===== config.mk =====
export PLATFORM = sky130hd
export DESIGN_NAME = uint_to_half_float_convert_top
export DESIGN_NICKNAME = d
export VERILOG_FILES = /design/src/uthf_pkg.sv /design/src/uint_to_half_float_convert_top.sv /design/src/uthf_lead.sv /design/src/uthf_norm.sv /design/src/uthf_round.sv
export VERILOG_INCLUDE_DIRS = /design/src /design/src/src
export SDC_FILE = /design/constraint.sdc
export NUM_CORES = 1
export LEC_CHECK = 0
export ABC_AREA = 1
export BUFFER_PORTS_ARGS = -buffer_cell sky130_fd_sc_hd__buf_2
export CORE_AREA = 2 2 85 63
export DETAILED_ROUTE_END_ITERATION = 16
export DIE_AREA = 0 0 87 65
export GPL_TIMING_DRIVEN = 1
export PLACE_DENSITY = 0.83
export RECOVER_POWER = 50
export SLEW_MARGIN = 0
export SYNTH_ARGS = -nofsm -noshare
export SYNTH_HDL_FRONTEND = slang
export SYNTH_SLANG_ARGS = --single-unit
export TNS_END_PERCENT = 50

===== constraint.sdc =====
create_clock -name i_clk -period 5.3 [get_ports i_clk]
set_clock_uncertainty 0.05 [all_clocks]
set_input_delay 1.06 -clock i_clk [delete_from_list [all_inputs] [get_ports i_clk]]
set_output_delay 1.06 -clock i_clk [all_outputs]
set_load 0.01 [all_outputs]

===== src/assert_macros.svh =====
// Assertion macros shared by the RTL of the half-precision converter.
// Depends on nothing; the macros expand to nothing when SYNTHESIS is defined.
`ifndef ASSERT_MACROS_SVH
`define ASSERT_MACROS_SVH
`ifndef SYNTHESIS
// Checks a property on every rising clock edge outside reset.
`define ASSERT_PROP(lbl, clk, rst_n, prop) \
    lbl: assert property (@(posedge clk) disable iff (!rst_n) (prop)) \
        else $error("assertion failed");
// Checks that a condition never holds outside reset.
`define ASSERT_NEVER(lbl, clk, rst_n, cond) \
    `ASSERT_PROP(lbl, clk, rst_n, !(cond))
`else
`define ASSERT_PROP(lbl, clk, rst_n, prop)
`define ASSERT_NEVER(lbl, clk, rst_n, cond)
`endif
`endif


===== src/uthf_pkg.sv =====
// Types and constants of the unsigned integer to half-precision converter.
// Used by every pipeline stage and the top level; depends on nothing.
package uthf_pkg;

    // Number of low input bits examined; any set bit above them gives overflow.
    localparam int unsigned MAG_W  = 17;
    localparam int unsigned POS_W  = 5;
    localparam int unsigned EXP_W  = 6;
    localparam int unsigned SIG_W  = 11;
    localparam int unsigned FRAC_W = 10;

    localparam logic [EXP_W-1:0] EXP_BIAS  = 6'd15;
    localparam logic [EXP_W-1:0] EXP_LIMIT = 6'd31;
    localparam logic [15:0]      OVF_CODE  = 16'hffff;
    localparam logic [POS_W-1:0] POS_TOP   = 5'd16;

    // Item after leading-one detection.
    typedef struct packed {
        logic             valid;
        logic             zero;
        logic             ovf;
        logic [POS_W-1:0] pos;
        logic [MAG_W-1:0] mag;
    } t_lead;

    // Item after normalisation, before the rounding increment.
    typedef struct packed {
        logic             valid;
        logic             zero;
        logic             ovf;
        logic             rnd;
        logic [SIG_W-1:0] sig;
        logic [EXP_W-1:0] expo;
    } t_norm;

endpackage


===== src/uint_to_half_float_convert_top.sv =====
// Top level of the unsigned integer to half-precision converter.
// Depends on uthf_pkg, uthf_lead, uthf_norm, uthf_round and assert_macros.svh.

// Converts a 32-bit unsigned word to its IEEE half-precision pattern with
// round to nearest even. A new item is taken in every cycle: busy is never
// raised, so start may be held high for any run of cycles. Each item gives its
// result on o_half_bits with o_valid high for one cycle, after it passes the
// three register stages (leading-one detect, normalise, round and pack). Results
// must be taken when shown, since the output cannot be held. Zero gives 0x0000;
// any word above 131071, or any value that rounds to an exponent of 31, gives
// 0xffff.
`include "assert_macros.svh"

module uint_to_half_float_convert_top (
    input  logic        i_clk,
    input  logic        i_rst_n,
    input  logic        start,
    output logic        busy,
    input  logic [31:0] i_int_value,
    output logic        o_valid,
    output logic [15:0] o_half_bits
);

    uthf_pkg::t_lead lead;
    uthf_pkg::t_norm norm;
    logic            accept;

    // The pipeline never stalls, so an item is always accepted.
    assign busy   = 1'b0;
    assign accept = start && !busy;

    uthf_lead u_lead (
        .i_clk       (i_clk),
        .i_rst_n     (i_rst_n),
        .i_valid     (accept),
        .i_int_value (i_int_value),
        .o_lead      (lead)
    );

    uthf_norm u_norm (
        .i_clk   (i_clk),
        .i_rst_n (i_rst_n),
        .i_lead  (lead),
        .o_norm  (norm)
    );

    uthf_round u_round (
        .i_clk       (i_clk),
        .i_rst_n     (i_rst_n),
        .i_norm      (norm),
        .o_valid     (o_valid),
        .o_half_bits (o_half_bits)
    );

    // Every accepted item leaves through the lead, norm and round registers, and nothing else does.
    `ASSERT_PROP(a_item_out, i_clk, i_rst_n, accept |-> ##3 o_valid)
    `ASSERT_PROP(a_no_spurious, i_clk, i_rst_n, o_valid |-> $past(accept, 3))
    // A converted result other than the overflow code 0xffff is positive and never carries the all-ones exponent.
    `ASSERT_NEVER(a_finite_form, i_clk, i_rst_n,
        o_valid && (o_half_bits != uthf_pkg::OVF_CODE)
        && (o_half_bits[15] || (o_half_bits[14:10] == 5'h1f)))

endmodule


===== src/uthf_lead.sv =====
// First stage: range check and leading-one detection of the input word.
// Depends on uthf_pkg.
module uthf_lead (
    input  logic                  i_clk,
    input  logic                  i_rst_n,
    input  logic                  i_valid,
    input  logic [31:0]           i_int_value,
    output uthf_pkg::t_lead       o_lead
);

    uthf_pkg::t_lead r_lead;
    uthf_pkg::t_lead n_lead;

    // Priority encoder over the low bits; the highest set bit wins.
    always_comb begin
        n_lead       = '0;
        n_lead.valid = i_valid;
        n_lead.mag   = i_int_value[uthf_pkg::MAG_W-1:0];
        n_lead.zero  = (i_int_value == 32'd0);
        n_lead.ovf   = (i_int_value[31:uthf_pkg::MAG_W] != '0);
        for (int unsigned k = 0; k < uthf_pkg::MAG_W; k++) begin
            if (i_int_value[k]) begin
                n_lead.pos = k[uthf_pkg::POS_W-1:0];
            end
        end
    end

    // Valid bit is reset; the payload is not.
    always_ff @(posedge i_clk) begin
        if (!i_rst_n) begin
            r_lead.valid <= 1'b0;
        end else begin
            r_lead.valid <= n_lead.valid;
        end
        r_lead.zero <= n_lead.zero;
        r_lead.ovf  <= n_lead.ovf;
        r_lead.pos  <= n_lead.pos;
        r_lead.mag  <= n_lead.mag;
    end

    assign o_lead = r_lead;

endmodule


===== src/uthf_norm.sv =====
// Second stage: shifts the leading one to the top and forms guard and sticky.
// Depends on uthf_pkg.
module uthf_norm (
    input  logic                  i_clk,
    input  logic                  i_rst_n,
    input  uthf_pkg::t_lead       i_lead,
    output uthf_pkg::t_norm       o_norm
);

    uthf_pkg::t_norm              r_norm;
    uthf_pkg::t_norm              n_norm;
    logic [uthf_pkg::MAG_W-1:0]   norm;
    logic                         guard;
    logic                         sticky;

    // Left shift so that the leading one sits at the top bit; the eleven top
    // bits are the significand and the rest decide rounding to nearest even.
    always_comb begin
        norm   = i_lead.mag << (uthf_pkg::POS_TOP - i_lead.pos);
        guard  = norm[uthf_pkg::MAG_W-uthf_pkg::SIG_W-1];
        sticky = |norm[uthf_pkg::MAG_W-uthf_pkg::SIG_W-2:0];

        n_norm       = '0;
        n_norm.valid = i_lead.valid;
        n_norm.zero  = i_lead.zero;
        n_norm.ovf   = i_lead.ovf;
        n_norm.sig   = norm[uthf_pkg::MAG_W-1:uthf_pkg::MAG_W-uthf_pkg::SIG_W];
        n_norm.rnd   = guard && (norm[uthf_pkg::MAG_W-uthf_pkg::SIG_W] || sticky);
        n_norm.expo  = {1'b0, i_lead.pos} + uthf_pkg::EXP_BIAS;
    end

    always_ff @(posedge i_clk) begin
        if (!i_rst_n) begin
            r_norm.valid <= 1'b0;
        end else begin
            r_norm.valid <= n_norm.valid;
        end
        r_norm.zero <= n_norm.zero;
        r_norm.ovf  <= n_norm.ovf;
        r_norm.rnd  <= n_norm.rnd;
        r_norm.sig  <= n_norm.sig;
        r_norm.expo <= n_norm.expo;
    end

    assign o_norm = r_norm;

endmodule


===== src/uthf_round.sv =====
// Third stage: rounding increment, renormalisation, overflow and packing.
// Depends on uthf_pkg.
module uthf_round (
    input  logic                  i_clk,
    input  logic                  i_rst_n,
    input  uthf_pkg::t_norm       i_norm,
    output logic                  o_valid,
    output logic [15:0]           o_half_bits
);

    logic                          r_valid;
    logic [15:0]                   r_half;
    logic [15:0]                   n_half;
    logic [uthf_pkg::SIG_W:0]      sum;
    logic                          carry;
    logic [uthf_pkg::FRAC_W-1:0]   frac;
    logic [uthf_pkg::EXP_W-1:0]    expo;

    // A carry out of the significand moves it right by one and bumps the
    // exponent; an exponent of 31 or more is overflow.
    always_comb begin
        sum   = {1'b0, i_norm.sig} + {{uthf_pkg::SIG_W{1'b0}}, i_norm.rnd};
        carry = sum[uthf_pkg::SIG_W];
        frac  = carry ? sum[uthf_pkg::FRAC_W:1] : sum[uthf_pkg::FRAC_W-1:0];
        expo  = i_norm.expo + {{(uthf_pkg::EXP_W-1){1'b0}}, carry};
        if (i_norm.zero) begin
            n_half = 16'h0000;
        end else if (i_norm.ovf || (expo >= uthf_pkg::EXP_LIMIT)) begin
            n_half = uthf_pkg::OVF_CODE;
        end else begin
            n_half = {1'b0, expo[4:0], frac};
        end
    end

    always_ff @(posedge i_clk) begin
        if (!i_rst_n) begin
            r_valid <= 1'b0;
        end else begin
            r_valid <= i_norm.valid;
        end
        r_half <= n_half;
    end

    assign o_valid     = r_valid;
    assign o_half_bits = r_half;

endmodule

### After elaboration in Yosys (flattened, before gate mapping)

Index checks and enable logic that the tools add are counted.

| word-level totals | value |
|---|---|
| register bits | 63 |
| word-level logic and storage cells | 42 |
| output and inout bits | 18 |
| input bits | 35 |

| operators by class | value |
|---|---|
| muxes and demuxes | 17 |
| reductions and logical operators | 6 |
| shift-type cells | 1 |
| add/subtract/negate cells | 4 |
| $lt $le $gt $ge | 1 |

Operators with widths:

| cell | count |
|---|---|
| 32-bit zero test | 1 |
| 4-bit 2-to-1 mux | 8 |
| 17-bit by 5-bit << shifter with 17-bit output | 1 |
| 16-bit 2-to-1 mux | 1 |
| 15-bit nonzero test | 1 |
| 11-bit by 1-bit adder with 12-bit output | 1 |
| 3-bit 2-to-1 mux | 4 |
| 10-bit 2-to-1 mux | 1 |
| 5-bit by 4-bit adder with 6-bit output, second input constant | 1 |
| 6-bit by 1-bit adder with 6-bit output | 1 |
| 6-bit by 5-bit greater-or-equal comparator with 1-bit output, second input constant | 1 |
| 5-bit OR reduction | 1 |
| 5-bit subtractor, first input constant | 1 |
| 2-bit 2-to-1 mux | 2 |
| 1-bit logical OR | 2 |
| 1-bit logical AND | 1 |
| 1-bit 2-to-1 mux | 1 |

### Depth between registers and ports, before layout

| logic depth | value |
|---|---|
| depth after elaboration | 15 |
| depth in mapped cells | 15 |
| gate-level depth less buffers | 15 |

### Hierarchy

A second synthesis with hierarchy kept.

| second synthesis, totals | value |
|---|---|
| cell total of the unflattened synthesis | 417 |
| area, all modules | 3,026.7 um^2 |

Modules (own cells, without submodules):

| module | instances | area each (um^2) | cells each | sequential area each (um^2) |
|---|---|---|---|---|
| uthf_norm | 1 | 1,323.8 | 207 | 420.4 |
| uthf_round | 1 | 949.7 | 127 | 340.3 |
| uthf_lead | 1 | 742.0 | 81 | 500.5 |
| uint_to_half_float_convert_top | 1 | 11.3 | 2 | 0.0 |

### Worst setup path after synthesis

Ideal clock, no wire load.

| timing | value |
|---|---|
| path type | reg-to-reg |
| start | reg u_norm.r_norm (netlist bit u_norm.o_norm[6]) |
| end | reg u_round.r_half[13] (netlist: u_round.o_half_bits[13]) |
| buffers on the path | 0 |
| arrival time | 2,061 ps |
| cell stages (with the launch flop) | 15 |
| clock period less this slack | 2,241 ps |
| setup time | 131 ps |
| required time | 5,119 ps |
| path slack | 3,059 ps |
| cells stage by stage | dfxtp_1 > ha_1 > nand3_2 > nor3_4 > nand3_1 > nor3_2 > ha_1 > ha_1 > nand3_1 > xor2_1 > nor2_1 > nand2_1 > nand4_1 > nand2_1 > o21ai_0 |

| between the ends | value |
|---|---|
| word-level cells in the longest chain between the ends | 5 |

RTL lines:

| what | line | text |
|---|---|---|
| start, declared | uthf_norm.sv:10 | `uthf_pkg::t_norm r_norm;` |
| 11-bit by 1-bit adder with 12-bit output (*) | uthf_round.sv:22 | `sum = {1'b0, i_norm.sig} + {{uthf_pkg::SIG_W{1'b0}}, i_norm.rnd};` |
| 6-bit by 1-bit adder with 6-bit output (*) | uthf_round.sv:25 | `expo = i_norm.expo + {{(uthf_pkg::EXP_W-1){1'b0}}, carry};` |
| 6-bit by 5-bit greater-or-equal comparator with 1-bit output | uthf_round.sv:28 | `end else if (i_norm.ovf \|\| (expo >= uthf_pkg::EXP_LIMIT)) begin` |
| 1-bit logical OR | uthf_round.sv:28 |  |
| 16-bit 2-to-1 mux (*) | uthf_round.sv:28 |  |
| end signal, assigned | uthf_round.sv:41 | `r_half <= n_half;` |
| end, declared | uthf_round.sv:12 | `logic [15:0] r_half;` |

Mark *: on every way between the ends. The rest lies on a longest branch, timed or not.
A chain may end at the register's enable or synchronous reset.

==> results.txt <==
The part of the cycle the worst path needs is 0.703, and the worst ir drop on vdd is 0.190 mV. The worst slack on hold paths was 279 ps. Summed over all layers, the global routing overflow is 0. The CTS clock-pin slew for the worst setup and hold paths came out at 70 ps.

The first global-routing pass estimated 9.67 mm of wire. Setup fix buffers added after clock tree synthesis: 0. In this run the critical register-to-register path is launched from u_lead.o_lead[17]. Across the run, the number of max-cap violations was 0. The filler cell count in the final layout is 432. The tools report the placed instance count as 459. The proportion of layout cells with a drive suffix above 1 came out at 0.140. The die is 87 microns wide.

In this run the static leakage power is 1.51 nW. The number of port buffers was 51. For the required time of the critical path, the log shows 5510 ps. The flow ran to the end, and the final reports show no timing, DRC or antenna violations.

The overall die height works out to 65 microns. The slew at the pin with the worst max-slew slack works out to 814 ps. The number of standard-cell rows in the floorplan is 22, and the post-detailed-route wirelength per cell is 12.3 microns.

The area of the core is 4930 sq um. Along the worst path, the maximum fanout reaches 20. For the remaining max-slew budget at the tightest pin, the log shows 0.457.

After layout, the minimum clock period comes to 3720 ps. The maximum buffer depth of the clock tree came out at 2. The synthesized area per cell was 7.76 sq um. The path type of the worst setup path was reg -> reg. Cell at the root of the clock tree: sky130_fd_sc_hd__clkbuf_8. The clock drives 63 sinks. Across all layers, the routed design uses 2441 vias. The die covers 5660 sq um.

During I/O placement, the number of pins put on the boundary was 53. The run gives 0.563 as the starting density of the core. The worst hold path startpoint was u_lead.o_lead[22].

The tools report the number of antenna violations at the first check in global routing as 0. For this design the ratio of total power to cell area is 370 nW/um^2. Setup repair after global routing left no endpoint under its margin. The run gives 5.85 mm as the total wirelength of the detailed-routed design.

The via count of the first global-routing pass came out at 2215. The number of hold violations in the final report was 0; the highest attainable clock frequency was 0.268 GHz. The fraction of registers with async set or reset after synthesis was 0; the level count of the clock H-tree was 3.

The post-synthesis to final-layout area growth is 16.4%. The critical path launch point type was a register. The number of antenna diodes in the final layout is 0. The count of instances resized after the clock tree is built was 0; the count of warnings emitted by yosys was 0. The sequential share of the synthesized area is 0.454. Counting every net in the synthesized netlist gives 398. At the end of routability-driven placement, the weighted congestion stood at 0.974. For this run, design rule violations remaining after detail routing come to 0.

After the first detailed-routing iteration, the DRC count stood at 172. Counting flops and latches in the post-synthesis netlist gives 63. TritonCTS built the clock tree.

The largest net degree at the start of global routing came out at 21. The tools report the clock insertion delay at the later pin of the skew report as 350 ps. In this run the worst hold path is classified as reg -> reg. The endpoint arrival time on the critical path is 3940 ps.

Among all flip-flop cells after synthesis, the most frequent one is sky130_fd_sc_hd__dfxtp_1. The total CTS buffers is 9. The total iterations of the first detailed-routing run was 4; the accumulated negative setup slack was 0 ps. The wire-length estimate of the detail-placed layout is 4.49 mm. After technology mapping, the gate count stands at 358. The number of flops mapped to enable cells by yosys is 0. The number of different library cells used by synthesis comes to 42.

Once layout is complete, the cells apart from fillers number 475. After the last flow step, the layout net total stands at 450. The final design utilization came out at 0.656.

Critical path endpoint category: a register. The logs give 0 for the hold buffer count at CTS and 0 for the final max-slew violation count. The critical path starts at u_lead.o_lead[17].

Dividing the detail-routed via count by the number of cells gives 5.14. The total routing usage reported by global routing is 0.227, and the setup-violating endpoint count in the final report is 0. The cell area that synthesis handed to floorplanning was 2780 sq um. For the residual antenna-violating net count after detailed routing, the log shows 0.
## final cells by class
type | count | area [sq um] | share of cell area
clock inverter | 6 | 109 | 0.0337
sequential | 63 | 1260 | 0.390
clock buffer | 10 | 128 | 0.0395
timing repair buffer | 52 | 229 | 0.0708
inverter | 48 | 181 | 0.0561
tap | 60 | 75.1 | 0.0232
multi-input combinational | 236 | 1250 | 0.386
## metrics by stage
step           power (mW)  setup slack [ps]  area, sq um
3_5_place_dp        0.713              2750         3040
4_1_cts              1.21              2720         3280
5_1_grt              1.25              1270         3230
2_1_floorplan       0.668              3060         2780
3_3_place_gp        0.710              2860         3040
6_report             1.20              1580         3230
## cells in the mapped netlist, types with 2 or more instances
library cell               count  area (sq um)
sky130_fd_sc_hd__a21oi_1       4          20.0
sky130_fd_sc_hd__a31oi_1       7          43.8
sky130_fd_sc_hd__a32o_1        2          20.0
sky130_fd_sc_hd__buf_2         4          20.0
sky130_fd_sc_hd__buf_4         3          22.5
sky130_fd_sc_hd__buf_6         2          22.5
sky130_fd_sc_hd__dfxtp_1      63          1260
sky130_fd_sc_hd__ha_1          5          62.6
sky130_fd_sc_hd__inv_1        43           161
sky130_fd_sc_hd__inv_2         4          15.0
sky130_fd_sc_hd__mux2i_1       2          20.0
sky130_fd_sc_hd__nand2_1      90           338
sky130_fd_sc_hd__nand3_1      22           110
sky130_fd_sc_hd__nand4_1       6          37.5
sky130_fd_sc_hd__nor2_1       22          82.6
sky130_fd_sc_hd__nor2_4        2          22.5
sky130_fd_sc_hd__nor3_1        7          35.0
sky130_fd_sc_hd__nor4_1        4          25.0
sky130_fd_sc_hd__o211ai_1      2          15.0
sky130_fd_sc_hd__o21ai_0      26           130
sky130_fd_sc_hd__o21ai_1       7          35.0
sky130_fd_sc_hd__or2_2         2          12.5
sky130_fd_sc_hd__xor2_1       10          87.6
## per-layer routing
metal / GRT usage / wire, microns / vias to the layer above
met3: 0.0955 / 412 / 10
met2: 0.334 / 2470 / 78
li1: - / - / 1260
met5: 0 / 0 / -
met4: 0.0781 / 83 / 0
met1: 0.299 / 2880 / 1093
## final timing paths
path / cells after the start / slack, ps / to
hold reg to reg: 0 / 280 / u_norm.o_norm[18]
hold / removal: 0 / 280 / u_norm.o_norm[18]
setup reg to reg: 8 / 1580 / u_norm.o_norm[17]
setup / recovery: 8 / 1580 / u_norm.o_norm[17]
## flip-flops by register name, indices dropped and copies added, names as in the netlist
signal and cells:
u_round.o_valid 1, u_round.o_half_bits 16, u_lead.o_lead 25, u_norm.o_norm 21
## cell families after synthesis
| family | synth area share |
|---|---|
| xor gates and xnor gates | 0.0464 |
| adders and majority gates | 0.0225 |
| other | 0.00135 |
| buffers and inverters | 0.0933 |
| muxes | 0.00721 |
| and+or+nand+nor | 0.261 |
| DFF | 0.454 |
| AOI/OAI and AO/OA | 0.114 |
## cells in the final DEF (no fill, tap or decap), drive strengths merged
cell      count
nand2        91
dfxtp        63
inv          47
clkbuf       35
o21ai        33
buf          27
nor2         24
nand3        23
xor2         11
nor3          9
a31oi         7
nand4         6
ha            5
a21oi         5
nor4          4
bufinv        3
clkinv        3
or2           2
mux2i         2
o211ai        2
a32o          2
xnor2         2
clkinvlp      1
or4           1
a211oi        1
o311ai        1
o22ai         1
or3           1
a41oi         1
o31ai         1
conb          1
## worst max-delay path: stages (launching register included)
cell,delay [ps]
sky130_fd_sc_hd__dfxtp_1,720
sky130_fd_sc_hd__clkinvlp_2,740
sky130_fd_sc_hd__ha_1,470
sky130_fd_sc_hd__xor2_1,150
sky130_fd_sc_hd__clkbuf_1,630
sky130_fd_sc_hd__inv_1,380
sky130_fd_sc_hd__nor2_1,230
sky130_fd_sc_hd__nor3_1,90
sky130_fd_sc_hd__a211oi_2,170
## power by group
| group | switching [mW] | internal, mW |
|---|---|---|
| registers | 0.0250 | 0.505 |
| logic | 0.113 | 0.0605 |
| clock network | 0.181 | 0.311 |
Power figures use the tool's default switching activity.
